===== src/design/dlts_pkg.sv =====
`default_nettype none
package dlts_pkg;

	localparam int MAX_SLOTS_DEF = 16;
	localparam int MAX_OUT       = 16;

	localparam logic [1:0] CMD_TICK     = 2'd0;
	localparam logic [1:0] CMD_ADD      = 2'd1;
	localparam logic [1:0] CMD_DELETE   = 2'd2;
	localparam logic [1:0] CMD_DISPATCH = 2'd3;

	localparam logic [1:0] ST_OK   = 2'd0;
	localparam logic [1:0] ST_FAIL = 2'd1;
	localparam logic [1:0] ST_NONE = 2'd2;

	// datapath micro-operations, one per cycle
	localparam int OP_W = 5;
	localparam logic [OP_W-1:0] OP_NONE       = 5'd0;
	localparam logic [OP_W-1:0] OP_LOAD       = 5'd1;
	localparam logic [OP_W-1:0] OP_RD_HEAD    = 5'd2;
	localparam logic [OP_W-1:0] OP_RD_CUR     = 5'd3;
	localparam logic [OP_W-1:0] OP_RD_NXT     = 5'd4;
	localparam logic [OP_W-1:0] OP_TICK_WR    = 5'd5;
	localparam logic [OP_W-1:0] OP_ADD_INIT   = 5'd6;
	localparam logic [OP_W-1:0] OP_WALK_NEXT  = 5'd7;
	localparam logic [OP_W-1:0] OP_ADD_APPEND = 5'd8;
	localparam logic [OP_W-1:0] OP_ADD_SPLIT  = 5'd9;
	localparam logic [OP_W-1:0] OP_ADD_LINK_S = 5'd10;
	localparam logic [OP_W-1:0] OP_ADD_LINK_P = 5'd11;
	localparam logic [OP_W-1:0] OP_DEL_INIT   = 5'd12;
	localparam logic [OP_W-1:0] OP_DEL_HIT    = 5'd13;
	localparam logic [OP_W-1:0] OP_DEL_FIX    = 5'd14;
	localparam logic [OP_W-1:0] OP_DEL_UNLINK = 5'd15;
	localparam logic [OP_W-1:0] OP_DSP_INIT   = 5'd16;
	localparam logic [OP_W-1:0] OP_DSP_TAKE   = 5'd17;
	localparam logic [OP_W-1:0] OP_EMIT_OK    = 5'd18;
	localparam logic [OP_W-1:0] OP_EMIT_FAIL  = 5'd19;
	localparam logic [OP_W-1:0] OP_EMIT_ADD   = 5'd20;
	localparam logic [OP_W-1:0] OP_EMIT_DEL   = 5'd21;
	localparam logic [OP_W-1:0] OP_EMIT_NONE  = 5'd22;
	localparam logic [OP_W-1:0] OP_EMIT_LAST  = 5'd23;

	typedef struct packed {
		logic [1:0]  command;
		logic [7:0]  task_tag;
		logic [31:0] start_delay;
		logic [31:0] repeat_period;
		logic [31:0] target_id;
	} in_t;

	typedef struct packed {
		logic [1:0]  status;
		logic [31:0] result_id;
		logic [7:0]  result_tag;
		logic        is_last;
	} out_t;

	typedef struct packed {
		logic head_valid;
		logic cur_valid;
		logic nxt_valid;
		logic walk_gt;
		logic id_match;
		logic add_bad;
		logic target_zero;
		logic n_ok;
		logic due;
		logic per_nz;
		logic pend;
	} dp_stat_t;

endpackage
`default_nettype wire


===== src/design/dlts_ctrl.sv =====
`default_nettype none
module dlts_ctrl
	import dlts_pkg::*;
(
	input  wire logic            clk,
	input  wire logic            arst_n,
	input  wire logic            start,
	input  wire logic [1:0]      command,
	input  wire dp_stat_t        stat,
	output logic                 busy,
	output logic [OP_W-1:0]      op
);

	localparam logic [4:0] S_IDLE = 5'd0;
	localparam logic [4:0] S_DEC  = 5'd1;
	localparam logic [4:0] S_T1   = 5'd2;
	localparam logic [4:0] S_T2   = 5'd3;
	localparam logic [4:0] S_A1   = 5'd4;
	localparam logic [4:0] S_A2   = 5'd5;
	localparam logic [4:0] S_A3   = 5'd6;
	localparam logic [4:0] S_A4   = 5'd7;
	localparam logic [4:0] S_AE   = 5'd8;
	localparam logic [4:0] S_D1   = 5'd9;
	localparam logic [4:0] S_D2   = 5'd10;
	localparam logic [4:0] S_D3   = 5'd11;
	localparam logic [4:0] S_D4   = 5'd12;
	localparam logic [4:0] S_D5   = 5'd13;
	localparam logic [4:0] S_DE   = 5'd14;
	localparam logic [4:0] S_P1   = 5'd15;
	localparam logic [4:0] S_P2   = 5'd16;
	localparam logic [4:0] S_P3   = 5'd17;
	localparam logic [4:0] S_PE   = 5'd18;

	logic [4:0] state_q, state_d;
	logic [1:0] cmd_q;

	assign busy = (state_q != S_IDLE);

	always_ff @(posedge clk or negedge arst_n) begin
		if (!arst_n) begin
			state_q <= S_IDLE;
			cmd_q   <= CMD_TICK;
		end else begin
			state_q <= state_d;
			if (state_q == S_IDLE && start) cmd_q <= command;
		end
	end

	always_comb begin
		state_d = state_q;
		op      = OP_NONE;
		case (state_q)
			S_IDLE: if (start) begin
				op      = OP_LOAD;
				state_d = S_DEC;
			end
			S_DEC: begin
				case (cmd_q)
					CMD_TICK: begin
						if (stat.head_valid) begin
							op = OP_RD_HEAD; state_d = S_T1;
						end else begin
							op = OP_EMIT_OK; state_d = S_IDLE;
						end
					end
					CMD_ADD: begin
						if (stat.add_bad) begin
							op = OP_EMIT_FAIL; state_d = S_IDLE;
						end else begin
							op = OP_ADD_INIT; state_d = S_A1;
						end
					end
					CMD_DELETE: begin
						if (stat.target_zero) begin
							op = OP_EMIT_FAIL; state_d = S_IDLE;
						end else begin
							op = OP_DEL_INIT; state_d = S_D1;
						end
					end
					default: begin
						op = OP_DSP_INIT; state_d = S_P1;
					end
				endcase
			end
			S_T1: begin
				op = OP_TICK_WR; state_d = S_T2;
			end
			S_T2: begin
				op = OP_EMIT_OK; state_d = S_IDLE;
			end
			S_A1: begin
				if (stat.cur_valid) begin
					op = OP_RD_CUR; state_d = S_A2;
				end else begin
					op = OP_ADD_APPEND; state_d = S_A3;
				end
			end
			S_A2: begin
				if (stat.walk_gt) begin
					op = OP_ADD_SPLIT; state_d = S_A3;
				end else begin
					op = OP_WALK_NEXT; state_d = S_A1;
				end
			end
			S_A3: begin
				op = OP_ADD_LINK_S; state_d = S_A4;
			end
			S_A4: begin
				op      = OP_ADD_LINK_P;
				state_d = (cmd_q == CMD_ADD) ? S_AE : S_P1;
			end
			S_AE: begin
				op = OP_EMIT_ADD; state_d = S_IDLE;
			end
			S_D1: begin
				if (stat.cur_valid) begin
					op = OP_RD_CUR; state_d = S_D2;
				end else begin
					op = OP_EMIT_FAIL; state_d = S_IDLE;
				end
			end
			S_D2: begin
				if (stat.id_match) begin
					op = OP_DEL_HIT; state_d = S_D3;
				end else begin
					op = OP_WALK_NEXT; state_d = S_D1;
				end
			end
			S_D3: begin
				if (stat.nxt_valid) begin
					op = OP_RD_NXT; state_d = S_D4;
				end else begin
					state_d = S_D5;
				end
			end
			S_D4: begin
				op = OP_DEL_FIX; state_d = S_D5;
			end
			S_D5: begin
				op = OP_DEL_UNLINK; state_d = S_DE;
			end
			S_DE: begin
				op = OP_EMIT_DEL; state_d = S_IDLE;
			end
			S_P1: begin
				if (stat.n_ok && stat.head_valid) begin
					op = OP_RD_HEAD; state_d = S_P2;
				end else begin
					state_d = S_PE;
				end
			end
			S_P2: begin
				if (stat.due) begin
					op = OP_DSP_TAKE; state_d = S_P3;
				end else begin
					state_d = S_PE;
				end
			end
			S_P3: begin
				if (stat.per_nz) begin
					op = OP_ADD_INIT; state_d = S_A1;
				end else begin
					state_d = S_P1;
				end
			end
			S_PE: begin
				op      = stat.pend ? OP_EMIT_LAST : OP_EMIT_NONE;
				state_d = S_IDLE;
			end
			default: state_d = S_IDLE;
		endcase
	end

endmodule
`default_nettype wire


===== src/design/dlts_datapath.sv =====
`default_nettype none
module dlts_datapath
	import dlts_pkg::*;
#(
	parameter int MAX_SLOTS = MAX_SLOTS_DEF
) (
	input  wire logic            clk,
	input  wire logic            arst_n,
	input  wire logic [OP_W-1:0] op,
	input  wire in_t             request,
	output dp_stat_t             stat,
	output out_t                 result,
	output logic                 result_valid
);

	localparam int IW = $clog2(MAX_SLOTS + 1);
	localparam int AW = $clog2(MAX_SLOTS);
	localparam int NW = $clog2(MAX_OUT + 1);
	localparam logic [IW-1:0] NIL = IW'(MAX_SLOTS);

	logic [31:0]   delay_mem [MAX_SLOTS];
	logic [31:0]   per_mem   [MAX_SLOTS];
	logic [7:0]    tag_mem   [MAX_SLOTS];
	logic [31:0]   id_mem    [MAX_SLOTS];
	logic [IW-1:0] link_mem  [MAX_SLOTS];

	logic [MAX_SLOTS-1:0] used_q;
	logic [IW-1:0] head_q, total_q, s_q, prev_q, cur_q, nxt_q, succ_q;
	logic [31:0]   idc_q, dly_q, per_q, target_q, fix_q, cdel_q, pid_q;
	logic [7:0]    tag_q, ptag_q;
	logic [32:0]   acc_q;
	logic          fix_en_q, pend_q;
	logic [NW-1:0] n_q;

	logic [31:0]   rd_delay, rd_per, rd_id;
	logic [7:0]    rd_tag;
	logic [IW-1:0] rd_link;

	logic [IW-1:0] free_idx;
	logic [32:0]   sum;
	logic          re;
	logic [AW-1:0] raddr;
	logic          dly_we, link_we, ent_we;
	logic [AW-1:0] dly_wa, link_wa;
	logic [31:0]   dly_wd;
	logic [IW-1:0] link_wd;

	// lowest free slot
	always_comb begin
		free_idx = NIL;
		for (int i = MAX_SLOTS - 1; i >= 0; i--) begin
			if (!used_q[i]) free_idx = IW'(i);
		end
	end

	assign sum = acc_q + {1'b0, rd_delay};

	assign stat.head_valid  = head_q < NIL;
	assign stat.cur_valid   = cur_q < NIL;
	assign stat.nxt_valid   = nxt_q < NIL;
	assign stat.walk_gt     = sum > {1'b0, dly_q};
	assign stat.id_match    = rd_id == target_q;
	assign stat.add_bad     = (tag_q == 8'd0) || (total_q == NIL);
	assign stat.target_zero = target_q == 32'd0;
	assign stat.n_ok        = n_q < NW'(MAX_OUT);
	assign stat.due         = (rd_delay == 32'd0) && (rd_id != 32'd0);
	assign stat.per_nz      = per_q != 32'd0;
	assign stat.pend        = pend_q;

	always_comb begin
		re    = 1'b0;
		raddr = cur_q[AW-1:0];
		case (op)
			OP_RD_HEAD: begin re = 1'b1; raddr = head_q[AW-1:0]; end
			OP_RD_CUR:  begin re = 1'b1; raddr = cur_q[AW-1:0]; end
			OP_RD_NXT:  begin re = 1'b1; raddr = nxt_q[AW-1:0]; end
			default:    re = 1'b0;
		endcase
	end

	always_comb begin
		dly_we  = 1'b0;
		dly_wa  = s_q[AW-1:0];
		dly_wd  = dly_q - acc_q[31:0];
		link_we = 1'b0;
		link_wa = s_q[AW-1:0];
		link_wd = succ_q;
		ent_we  = 1'b0;
		case (op)
			OP_ADD_INIT: ent_we = 1'b1;
			OP_ADD_LINK_S: begin
				dly_we  = 1'b1;
				link_we = 1'b1;
			end
			OP_ADD_LINK_P: begin
				dly_we  = fix_en_q;
				dly_wa  = cur_q[AW-1:0];
				dly_wd  = fix_q;
				link_we = prev_q < NIL;
				link_wa = prev_q[AW-1:0];
				link_wd = s_q;
			end
			OP_TICK_WR: begin
				dly_we = rd_delay != 32'd0;
				dly_wa = head_q[AW-1:0];
				dly_wd = rd_delay - 32'd1;
			end
			OP_DEL_FIX: begin
				dly_we = 1'b1;
				dly_wa = nxt_q[AW-1:0];
				dly_wd = rd_delay + cdel_q;
			end
			OP_DEL_UNLINK: begin
				link_we = prev_q < NIL;
				link_wa = prev_q[AW-1:0];
				link_wd = nxt_q;
			end
			default: dly_we = 1'b0;
		endcase
	end

	always_ff @(posedge clk) begin
		if (dly_we) delay_mem[dly_wa] <= dly_wd;
		if (link_we) link_mem[link_wa] <= link_wd;
		if (ent_we) begin
			tag_mem[free_idx[AW-1:0]] <= tag_q;
			per_mem[free_idx[AW-1:0]] <= per_q;
			id_mem[free_idx[AW-1:0]]  <= idc_q + 32'd1;
		end
		if (re) begin
			rd_delay <= delay_mem[raddr];
			rd_per   <= per_mem[raddr];
			rd_tag   <= tag_mem[raddr];
			rd_id    <= id_mem[raddr];
			rd_link  <= link_mem[raddr];
		end
	end

	// working registers of the current command
	always_ff @(posedge clk) begin
		case (op)
			OP_LOAD: begin
				tag_q    <= request.task_tag;
				dly_q    <= request.start_delay;
				per_q    <= request.repeat_period;
				target_q <= request.target_id;
			end
			OP_ADD_INIT: begin
				s_q    <= free_idx;
				prev_q <= NIL;
				cur_q  <= head_q;
				acc_q  <= 33'd0;
			end
			OP_WALK_NEXT: begin
				acc_q  <= sum;
				prev_q <= cur_q;
				cur_q  <= rd_link;
			end
			OP_ADD_APPEND: begin
				succ_q   <= NIL;
				fix_en_q <= 1'b0;
			end
			OP_ADD_SPLIT: begin
				succ_q   <= cur_q;
				fix_en_q <= 1'b1;
				fix_q    <= sum[31:0] - dly_q;
			end
			OP_DEL_INIT: begin
				prev_q <= NIL;
				cur_q  <= head_q;
			end
			OP_DEL_HIT: begin
				nxt_q  <= rd_link;
				cdel_q <= rd_delay;
			end
			OP_DSP_TAKE: begin
				pid_q  <= rd_id;
				ptag_q <= rd_tag;
				tag_q  <= rd_tag;
				dly_q  <= rd_per;
				per_q  <= rd_per;
			end
			default: acc_q <= acc_q;
		endcase
	end

	// list control state and result beat
	always_ff @(posedge clk or negedge arst_n) begin
		if (!arst_n) begin
			used_q       <= '0;
			head_q       <= NIL;
			total_q      <= '0;
			idc_q        <= 32'd0;
			n_q          <= '0;
			pend_q       <= 1'b0;
			result_valid <= 1'b0;
			result       <= '0;
		end else begin
			result_valid <= 1'b0;
			case (op)
				OP_ADD_INIT: begin
					used_q[free_idx[AW-1:0]] <= 1'b1;
					total_q <= total_q + IW'(1);
					idc_q   <= idc_q + 32'd1;
				end
				OP_ADD_LINK_P: if (!(prev_q < NIL)) head_q <= s_q;
				OP_DEL_UNLINK: begin
					if (!(prev_q < NIL)) head_q <= nxt_q;
					used_q[cur_q[AW-1:0]] <= 1'b0;
					total_q <= total_q - IW'(1);
				end
				OP_DSP_INIT: begin
					n_q    <= '0;
					pend_q <= 1'b0;
				end
				OP_DSP_TAKE: begin
					head_q <= rd_link;
					used_q[head_q[AW-1:0]] <= 1'b0;
					total_q <= total_q - IW'(1);
					n_q     <= n_q + NW'(1);
					pend_q  <= 1'b1;
					if (pend_q) begin
						result_valid <= 1'b1;
						result       <= '{ST_OK, pid_q, ptag_q, 1'b0};
					end
				end
				OP_EMIT_OK: begin
					result_valid <= 1'b1;
					result       <= '{ST_OK, 32'd0, 8'd0, 1'b1};
				end
				OP_EMIT_FAIL: begin
					result_valid <= 1'b1;
					result       <= '{ST_FAIL, 32'd0, 8'd0, 1'b1};
				end
				OP_EMIT_ADD: begin
					result_valid <= 1'b1;
					result       <= '{ST_OK, idc_q, 8'd0, 1'b1};
				end
				OP_EMIT_DEL: begin
					result_valid <= 1'b1;
					result       <= '{ST_OK, target_q, 8'd0, 1'b1};
				end
				OP_EMIT_NONE: begin
					result_valid <= 1'b1;
					result       <= '{ST_NONE, 32'd0, 8'd0, 1'b1};
				end
				OP_EMIT_LAST: begin
					result_valid <= 1'b1;
					result       <= '{ST_OK, pid_q, ptag_q, 1'b1};
				end
				default: pend_q <= pend_q;
			endcase
		end
	end

endmodule
`default_nettype wire


===== src/design/delta_list_task_scheduler_unit.sv =====
// Channel   Signals                  Beat taken when
// --------  -----------------------  ----------------------------------
// command   start, busy, request     rising edge with start=1, busy=0
// result    result_valid, result     every edge with result_valid=1
//
// A tick or a rejected add does not walk the list; an add or a delete may
// walk the whole list, and each list entry visited costs one registered
// read of the slot memories plus one compare/advance step. A dispatch
// repeats head removal and a requeue walk per due task, at most 16 tasks.
// Reset clears the list head, occupancy bits, task count and id counter at
// once; slot memories need no clearing. Results are driven for one cycle
// each and cannot be stalled by the receiver.
`default_nettype none
module delta_list_task_scheduler_unit
	import dlts_pkg::*;
#(
	parameter int MAX_SLOTS = MAX_SLOTS_DEF
) (
	input  wire logic clk,
	input  wire logic arst_n,
	input  wire logic start,
	output logic      busy,
	input  wire in_t  request,
	output logic      result_valid,
	output out_t      result
);

	logic [OP_W-1:0] op;
	dp_stat_t        stat;

	// sequence list walks and result beats
	dlts_ctrl u_ctrl (
		.clk     (clk),
		.arst_n  (arst_n),
		.start   (start),
		.command (request.command),
		.stat    (stat),
		.busy    (busy),
		.op      (op)
	);

	// hold slot memories, list pointers and the result register
	dlts_datapath #(
		.MAX_SLOTS (MAX_SLOTS)
	) u_dp (
		.clk          (clk),
		.arst_n       (arst_n),
		.op           (op),
		.request      (request),
		.stat         (stat),
		.result       (result),
		.result_valid (result_valid)
	);

endmodule
`default_nettype wire


===== config.mk =====
export PLATFORM = sky130hd
export DESIGN_NAME = delta_list_task_scheduler_unit
export DESIGN_NICKNAME = d
export VERILOG_FILES = /design/src/design/dlts_pkg.sv /design/src/design/dlts_ctrl.sv /design/src/design/dlts_datapath.sv /design/src/design/delta_list_task_scheduler_unit.sv
export SDC_FILE = /design/constraint.sdc
export NUM_CORES = 2
export LEC_CHECK = 0
export ABC_CLOCK_PERIOD_IN_PS = 28400
export BUFFER_PORTS_ARGS = -buffer_cell sky130_fd_sc_hd__buf_4
export CAP_MARGIN = 20
export CORE_MARGIN = 4
export CORE_UTILIZATION = 50
export CTS_CLUSTER_DIAMETER = 60
export CTS_CLUSTER_SIZE = 28
export DETAILED_ROUTE_END_ITERATION = 10
export MAX_ROUTING_LAYER = met4
export PLACE_DENSITY = 0.76
export SLEW_MARGIN = 10
export SYNTH_ARGS = -nofsm -noshare
export SYNTH_HDL_FRONTEND = slang
export SYNTH_SLANG_ARGS = --single-unit
export TNS_END_PERCENT = 10

===== constraint.sdc =====
create_clock -name clk -period 28.4 [get_ports clk]
set_clock_uncertainty 0.05 [all_clocks]
set_input_delay 5.68 -clock clk [delete_from_list [all_inputs] [get_ports clk]]
set_output_delay 5.68 -clock clk [all_outputs]
set_load 0.05 [all_outputs]

# ---- Word level (Yosys, flattened, before mapping)
# Memory sizes are Yosys's and may differ from the RTL's. A register that Yosys moved wholly into a read port is not among the register bits.
# Cells that the tools add are included.
dict set report totals {
  register_bits 382
  n_memories 5
  ramBits 1744
  out_inout_bits 45
}
# name depth word_bits read_ports rd_clocked_by_memory_dff wr line_no
set memory_table {}
lappend memory_table {u_dp.delay_mem 16 32 1 1 1 dlts_datapath.sv:21} ;# logic [31:0] delay_mem [MAX_SLOTS];
lappend memory_table {u_dp.id_mem 16 32 1 1 1 dlts_datapath.sv:24} ;# logic [31:0] id_mem [MAX_SLOTS];
lappend memory_table {u_dp.per_mem 16 32 1 1 1 dlts_datapath.sv:22} ;# logic [31:0] per_mem [MAX_SLOTS];
lappend memory_table {u_dp.tag_mem 16 8 1 1 1 dlts_datapath.sv:23} ;# logic [7:0] tag_mem [MAX_SLOTS];
lappend memory_table {u_dp.link_mem 16 5 1 1 1 dlts_datapath.sv:25} ;# logic [IW-1:0] link_mem [MAX_SLOTS];
dict set report classes {
  addsub 9
  mux 86
  bitwise_logic 5
  n_eq_ne 49
  magnitude_cmp 12
  reduce_logical 34
}
# op count
set ops {}
lappend ops {{43-bit case mux with 7 select lines} 1}
lappend ops {{32-bit case mux with 2 select lines} 2}
lappend ops {{32-bit case mux with 3 select lines} 1}
lappend ops {{32-bit nonzero test} 3}
lappend ops {{5-bit case mux with 19 select lines} 1}
lappend ops {{4-bit two-way mux} 22}
lappend ops {{5-bit by 4-bit == test with 1-bit output (second input constant)} 16}
lappend ops {{5-bit case mux with 15 select lines} 1}
lappend ops {{33-bit case mux with 2 select lines} 1}
lappend ops {{32-bit logical NOT} 2}
lappend ops {{32-bit subtractor} 2}
lappend ops {{5-bit == test (second input constant)} 12}
lappend ops {{5-bit case mux with 2 select lines} 6}
lappend ops {{16-bit case mux with 3 select lines} 1}
lappend ops {{5-bit two-way mux} 9}
lappend ops {{5-bit case mux with 3 select lines} 3}
lappend ops {{43-bit two-way mux} 1}
lappend ops {{5-bit by 3-bit == test with 1-bit output (second input constant)} 8}
lappend ops {{33-bit by 32-bit adder with 33-bit output} 1}
lappend ops {{33-bit by 32-bit > comparator with 1-bit output} 1}
lappend ops {{32-bit by 1-bit adder with 32-bit output (second input constant)} 1}
lappend ops {{32-bit adder} 1}
lappend ops {{16-bit bitwise AND} 2}
lappend ops {{32-bit == test} 1}
lappend ops {{38 further kinds} 96}

# ---- Longest topological paths before layout
dict set report logic_depth {
  word_depth 22
  mapped_depth 31
  mapped_depth_nobuf 29
}

# ---- Hierarchy
# Synthesis repeated with hierarchy kept, for this count alone.
dict set report hier_totals {
  cells_unflattened 7802
  area_unflattened_um2 95775.6
}
# mod seq_area_each_um2 area_per_inst_um2 cells_each n_inst
set by_module_without_submodules {}
lappend by_module_without_submodules {dlts_datapath 66364.9 94803.4 7668 1}
lappend by_module_without_submodules {dlts_ctrl 175.2 972.2 134 1}

# ---- Worst setup path after synthesis
# Ideal clock, no wire load.
dict set report synth_path {
  path_kind {flip-flop to flip-flop}
  from {register u_dp.rd_delay[0], read port of u_dp.delay_mem}
  to {register u_dp.rd_delay[0], read port of u_dp.delay_mem (enable)}
  required_time_ns 27.623
  path_slack_ns 14.907
  stages_incl_launch_ff 25
  period_less_slack_ns 13.493
  arrival_ns 12.716
  cell_sequence {edfxtp_1 > ha_1 > fa_1 > a211oi_1 > o21ai_1 > a2111oi_2 > or3_1 > a21boi_0 > o21ai_0 > a21boi_0 > o21ai_0 > a21boi_0 > o21ai_0 > nor3b_1 > nor2_1 > ha_1 > nand4_1 > nor2_1 > a211o_1 > nor4_1 > a211o_1 > a31o_2 > o211ai_4 > a21o_1 > o21ai_0}
}
dict set report synth_between {
  elab_chain_len 7
  word_cells_on_any_way 13
  classes_between {1 x add/sub; 1 x order compare; 3 x eq/ne; 5 x mux; 3 x reduce/logical}
}
# item line_no
set synth_lines {}
lappend synth_lines {{from (decl)} dlts_datapath.sv:35} ;# logic [31:0] rd_delay, rd_per, rd_id;
lappend synth_lines {{33-bit by 32-bit adder with 33-bit output *} dlts_datapath.sv:56} ;# assign sum = acc_q + {1'b0, rd_delay};
lappend synth_lines {{net u_dp.sum[22]} dlts_datapath.sv:40} ;# logic [32:0] sum;
lappend synth_lines {{33-bit by 32-bit > comparator with 1-bit output *} dlts_datapath.sv:61} ;# assign stat.walk_gt = sum > {1'b0, dly_q};
lappend synth_lines {{4-bit two-way mux *} dlts_ctrl.sv:99} ;# if (stat.walk_gt) begin
lappend synth_lines {{5-bit case mux with 19 select lines *} dlts_ctrl.sv:52} ;# case (state_q)
lappend synth_lines {{5-bit by 2-bit == test with 1-bit output or 5-bit by 3-bit == test with 1-bit output (tied branches)} dlts_datapath.sv:73} ;# case (op)
lappend synth_lines {{3-bit OR reduction (no source line) *} --}
lappend synth_lines {{1-bit two-way mux *} dlts_datapath.sv:73}
lappend synth_lines {{net u_dp.re} dlts_datapath.sv:41} ;# logic re;
# The timed path passes the listed nets; every way through them passes the cells marked *.
# A chain may end at the register's enable or synchronous reset.

# ---- Worst setup path in the final report
dict set report layout_path {
  from {input start}
  to {register u_dp.rd_per[30], read port of u_dp.per_mem, data pin}
}
dict set report layout_between {
  elab_chain_len 5
  word_cells_on_any_way 8
  classes_between {3 x eq/ne; 4 x mux; 1 x reduce/logical}
}
# item line_no
set layout_lines {}
lappend layout_lines {{from (decl)} delta_list_task_scheduler_unit.sv:21} ;# input wire logic start,
lappend layout_lines {{1-bit two-way mux *} dlts_ctrl.sv:53} ;# S_IDLE: if (start) begin
lappend layout_lines {{5-bit case mux with 19 select lines *} dlts_ctrl.sv:52}
lappend layout_lines {{5-bit by 2-bit == test with 1-bit output or 5-bit by 3-bit == test with 1-bit output (tied branches)} dlts_datapath.sv:73}
lappend layout_lines {{3-bit OR reduction (no source line)} --}
lappend layout_lines {{1-bit two-way mux} dlts_datapath.sv:73}
lappend layout_lines {{to (decl)} dlts_datapath.sv:35}
# Every way passes the cells marked *; elsewhere a longest branch is shown, timed or not.

==> results.cfg <==
[status]
outcome = completed

[grt]
grt_start_max_net_pins = 189
met2_usage_pct = 42.6
grt_antenna_before_repair = 6
grtUsageMet3_pct = 4.40
grt_remaining_overflow = 0
grt.met1_usage_pct = 36.7
top_usage_layer = met2
first_global_vias = 59700
first_pass_grt_wire_length_um = 401000
grt_use_total_pct = 28.0

[yosys]
synth_sequential_area_ratio_pct = 69.2
ys.warnings.count = 0
synth_mux_area_share_pct = 5.28
ys_seq_elements = 2235
synth-edff-count = 2120
synth_top_flop_cell = sky130_fd_sc_hd__edfxtp_1
synth.cell_area_um2 = 96100
synth.distinct_cells = 88
synth.area.top_cells = sky130_fd_sc_hd__edfxtp_1 (66%), sky130_fd_sc_hd__mux2_2 (5.1%), sky130_fd_sc_hd__dfrtp_1 (3.0%)
synth_cells = 6739
postSynth.asyncResetShare_pct = 5.15
synth_simple_gate_area_share_pct = 6.73
synth_compound_area_share_pct = 12.0
yosys.area_share.adder_pct = 1.89
synth_xor_area_share_pct = 1.82
synth_largest_type_area_fraction_pct = 66.2
synth_top_cell_by_area = sky130_fd_sc_hd__edfxtp_1
syn-mean-instance-area_um2 = 14.3
synth.net_count = 6990
dominant_combinational_cell_family_by_area_after_synthesis = compound AO/OA/AOI/OAI gates

[timing]
slew_viol_final = 0
headroom_to_the_max_slew_limit_pct = 23.0
rsz0062_at_grt = no
highest_achievable_clock_rate_ghz = 0.0846
transition_at_the_pin_with_the_smallest_max_transition_slack_ns = 1.16
finalSetupTns_ns = 0
final.period_utilization_pct = 41.6
finalCriticalPeriod_ns = 11.82
finalHoldViolCount = 0
final-setup-viol-count = 0

[worst_setup_path]
cp_max_fo = 188
r2r-start = u_dp.rd_delay[1]$_DFFE_PP_
timing.setup.critical_path_class = in2reg
regToRegEndpoint = u_dp.rd_per[30]$_DFFE_PP_
timing.critical_path.to = u_dp.rd_per[30]$_DFFE_PP_
r2r_setup_slack_ns = 16.79
timing.critical_path.required_ns = 28.96
worst-r2r-cell-count = 29
cp-start-kind = input pin
critPathCaptureType = flip-flop
worst_ep_arrival_time_ns = 12.38
crit_start = start

[cts]
cts_root_buffer = sky130_fd_sc_hd__clkbuf_16
postCtsSetupRepairBufs = 0
cts_tree = done
clk_path_buf_depth = 3
cts-hold-fix-buffers = 0
clk_pin_slew_worst_paths_ns = 0.10
cts_max_level = 3
cts_sinks = 2235
cts_buffers = 120
ctsResizeCount = 0
skew_pair_late_insertion_delay_ns = 0.81

[final_layout]
layout.cells.most_common = sky130_fd_sc_hd__edfxtp_1
layout.cells.non_filler = 9422
final_layout_size_suffix_gt1_share_pct = 17.7
area_delta_synth_final_pct = 9.19
nNetsFinal = 7057
mostFrequentLayoutCells = sky130_fd_sc_hd__edfxtp_1 (2120), sky130_fd_sc_hd__nand2_1 (581), sky130_fd_sc_hd__a21oi_1 (482)

[placement]
placement.io_buffers = 153
dp_cells = 9174
place.gp.congestion = 0.996
dp.final_hpwl_um = 161000

[flow_run]
timing.max_cap.violations = 0

[floorplanning]
core.rowCount = 160
die_area_um2 = 199000
die_width_um = 447
die_height_um = 447
floorplan.core_area_um2 = 191000
floorplan.initialDensity_pct = 50.4
ios = 154

[detailed_routing]
post_detailed_route_count_of_antenna_violating_nets = 0
detail_route.wirelength_um = 278000
drt-vias-per-instance = 6.60
drt-initial-drc-count = 8839
first_pass_iters = 8
post-route-drc-count = 0
wl_per_cell_um = 29.5
via_count = 62200

[hold_path]
type_of_the_most_critical_hold_path = reg2reg
-- worst min path at each step --
stage                     depth (start not counted)                   startpoint  slack (ns)                          end
after floorplan                                   0     u_dp.rd_tag[0]$_DFFE_PP_        0.38     u_dp.ptag_q[0]$_DFFE_PP_
after global routing                              1  u_dp.total_q[4]$_DFFE_PN0P_        0.43  u_dp.total_q[4]$_DFFE_PN0P_
after detailed placement                          0     u_dp.rd_tag[4]$_DFFE_PP_        0.39     u_dp.ptag_q[4]$_DFFE_PP_
after CTS                                         0     u_dp.rd_tag[4]$_DFFE_PP_        0.42     u_dp.ptag_q[4]$_DFFE_PP_
after global placement                            0     u_dp.rd_tag[0]$_DFFE_PP_        0.38     u_dp.ptag_q[0]$_DFFE_PP_
final                                             0     u_dp.rd_tag[5]$_DFFE_PP_        0.42     u_dp.ptag_q[5]$_DFFE_PP_
-- metal layers --
layer / part of all wire, % / wire [µm] / vias to the layer above
met4: 6.1 / 16900 / 0
met5: 0 / 0 / -
li1: - / - / 26200
met1: 36 / 101000 / 31000
met2: 46 / 128000 / 4262
met3: 11 / 31500 / 727
-- layout make-up --
cell class	instances	area (µm²)
clock inverter	88	1130
clock buffer	133	3140
antenna	6	15.0
timing repair buffer	335	2560
tap	2511	3140
multi-input combinational	3773	27200
inverter	341	1280
sequential	2235	66500
fill	14800	85600
-- state kept, by name, summed over array words and instances, names as in the netlist, 16 cells and up --
signal / count
u_dp.rd_id: 32
u_dp.pid_q: 32
u_dp.delay_mem: 512
u_dp.rd_delay: 32
u_dp.target_q: 32
u_dp.per_q: 32
u_dp.used_q: 16
u_dp.per_mem: 512
u_dp.id_mem: 512
u_dp.dly_q: 32
u_dp.idc_q: 32
u_dp.result: 43
u_dp.rd_per: 32
u_dp.cdel_q: 32
u_dp.link_mem: 80
u_dp.tag_mem: 128
u_dp.fix_q: 32
u_dp.acc_q: 33
-- per-stage QoR --
| stage | area, µm² | setup WS [ns] | utilization (%) | hold slack, ns |
|---|---|---|---|---|
| 4_1_cts | 105000 | 16.79 | 55.0 | 0.416 |
| 2_1_floorplan | 96100 | 14.91 | - | 0.376 |
| 3_5_place_dp | 100000 | 15.92 | 52.7 | 0.393 |
| 3_3_place_gp | 100000 | 16.09 | 52.7 | 0.382 |
| 6_report | 105000 | 16.58 | 55.1 | 0.419 |
| 5_1_grt | 105000 | 16.25 | 55.1 | 0.430 |
-- cells in the mapped netlist (31+ instances only) --
cell                        number
sky130_fd_sc_hd__nor3_1         48
sky130_fd_sc_hd__a21o_1         44
sky130_fd_sc_hd__nor4_1         50
sky130_fd_sc_hd__edfxtp_1     2120
sky130_fd_sc_hd__xor2_1        102
sky130_fd_sc_hd__o21ai_0       113
sky130_fd_sc_hd__nand4_1        33
sky130_fd_sc_hd__o22ai_1       227
sky130_fd_sc_hd__o221ai_1      221
sky130_fd_sc_hd__nand3_1       279
sky130_fd_sc_hd__a22oi_1        32
sky130_fd_sc_hd__a222oi_1       31
sky130_fd_sc_hd__dfrtp_1       114
sky130_fd_sc_hd__or2_2          39
sky130_fd_sc_hd__xnor2_1        98
sky130_fd_sc_hd__a21oi_1       482
sky130_fd_sc_hd__nand2b_1       34
sky130_fd_sc_hd__a2111oi_2     110
sky130_fd_sc_hd__buf_2         162
sky130_fd_sc_hd__a22o_1        120
sky130_fd_sc_hd__inv_1         340
sky130_fd_sc_hd__ha_1          137
sky130_fd_sc_hd__nor2_1        203
sky130_fd_sc_hd__clkbuf_1      206
sky130_fd_sc_hd__nand2_1       584
sky130_fd_sc_hd__and3_1         45
sky130_fd_sc_hd__mux2_2        436
-- logic make-up after synthesis --
logic type / count (synthesis)
fa+ha+maj: 142
flops: 2235
mux: 452
simple gates: 1405
xor+xnor: 200
buf+inv: 731
compound gates: 1574
-- worst max-delay path, stage by stage --
cell,delay (ns)
sky130_fd_sc_hd__buf_4,0.12
sky130_fd_sc_hd__a21oi_1,0.14
sky130_fd_sc_hd__nor3_1,0.06
sky130_fd_sc_hd__a21oi_1,0.13
sky130_fd_sc_hd__nor2_1,0.06
sky130_fd_sc_hd__or4_1,0.41
sky130_fd_sc_hd__buf_4,0.26
sky130_fd_sc_hd__or3_1,0.49
sky130_fd_sc_hd__a21oi_2,0.26
sky130_fd_sc_hd__o211a_4,0.93
sky130_fd_sc_hd__buf_4,0.95
sky130_fd_sc_hd__buf_12,0.70
sky130_fd_sc_hd__buf_4,0.97
sky130_fd_sc_hd__a21oi_1,0.20
sky130_fd_sc_hd__a22o_1,0.30
sky130_fd_sc_hd__a2111oi_2,0.34
Power is left out: the tool's default activity adds up to more than one toggle a clock period on the data nets, which glitch-free logic cannot reach.
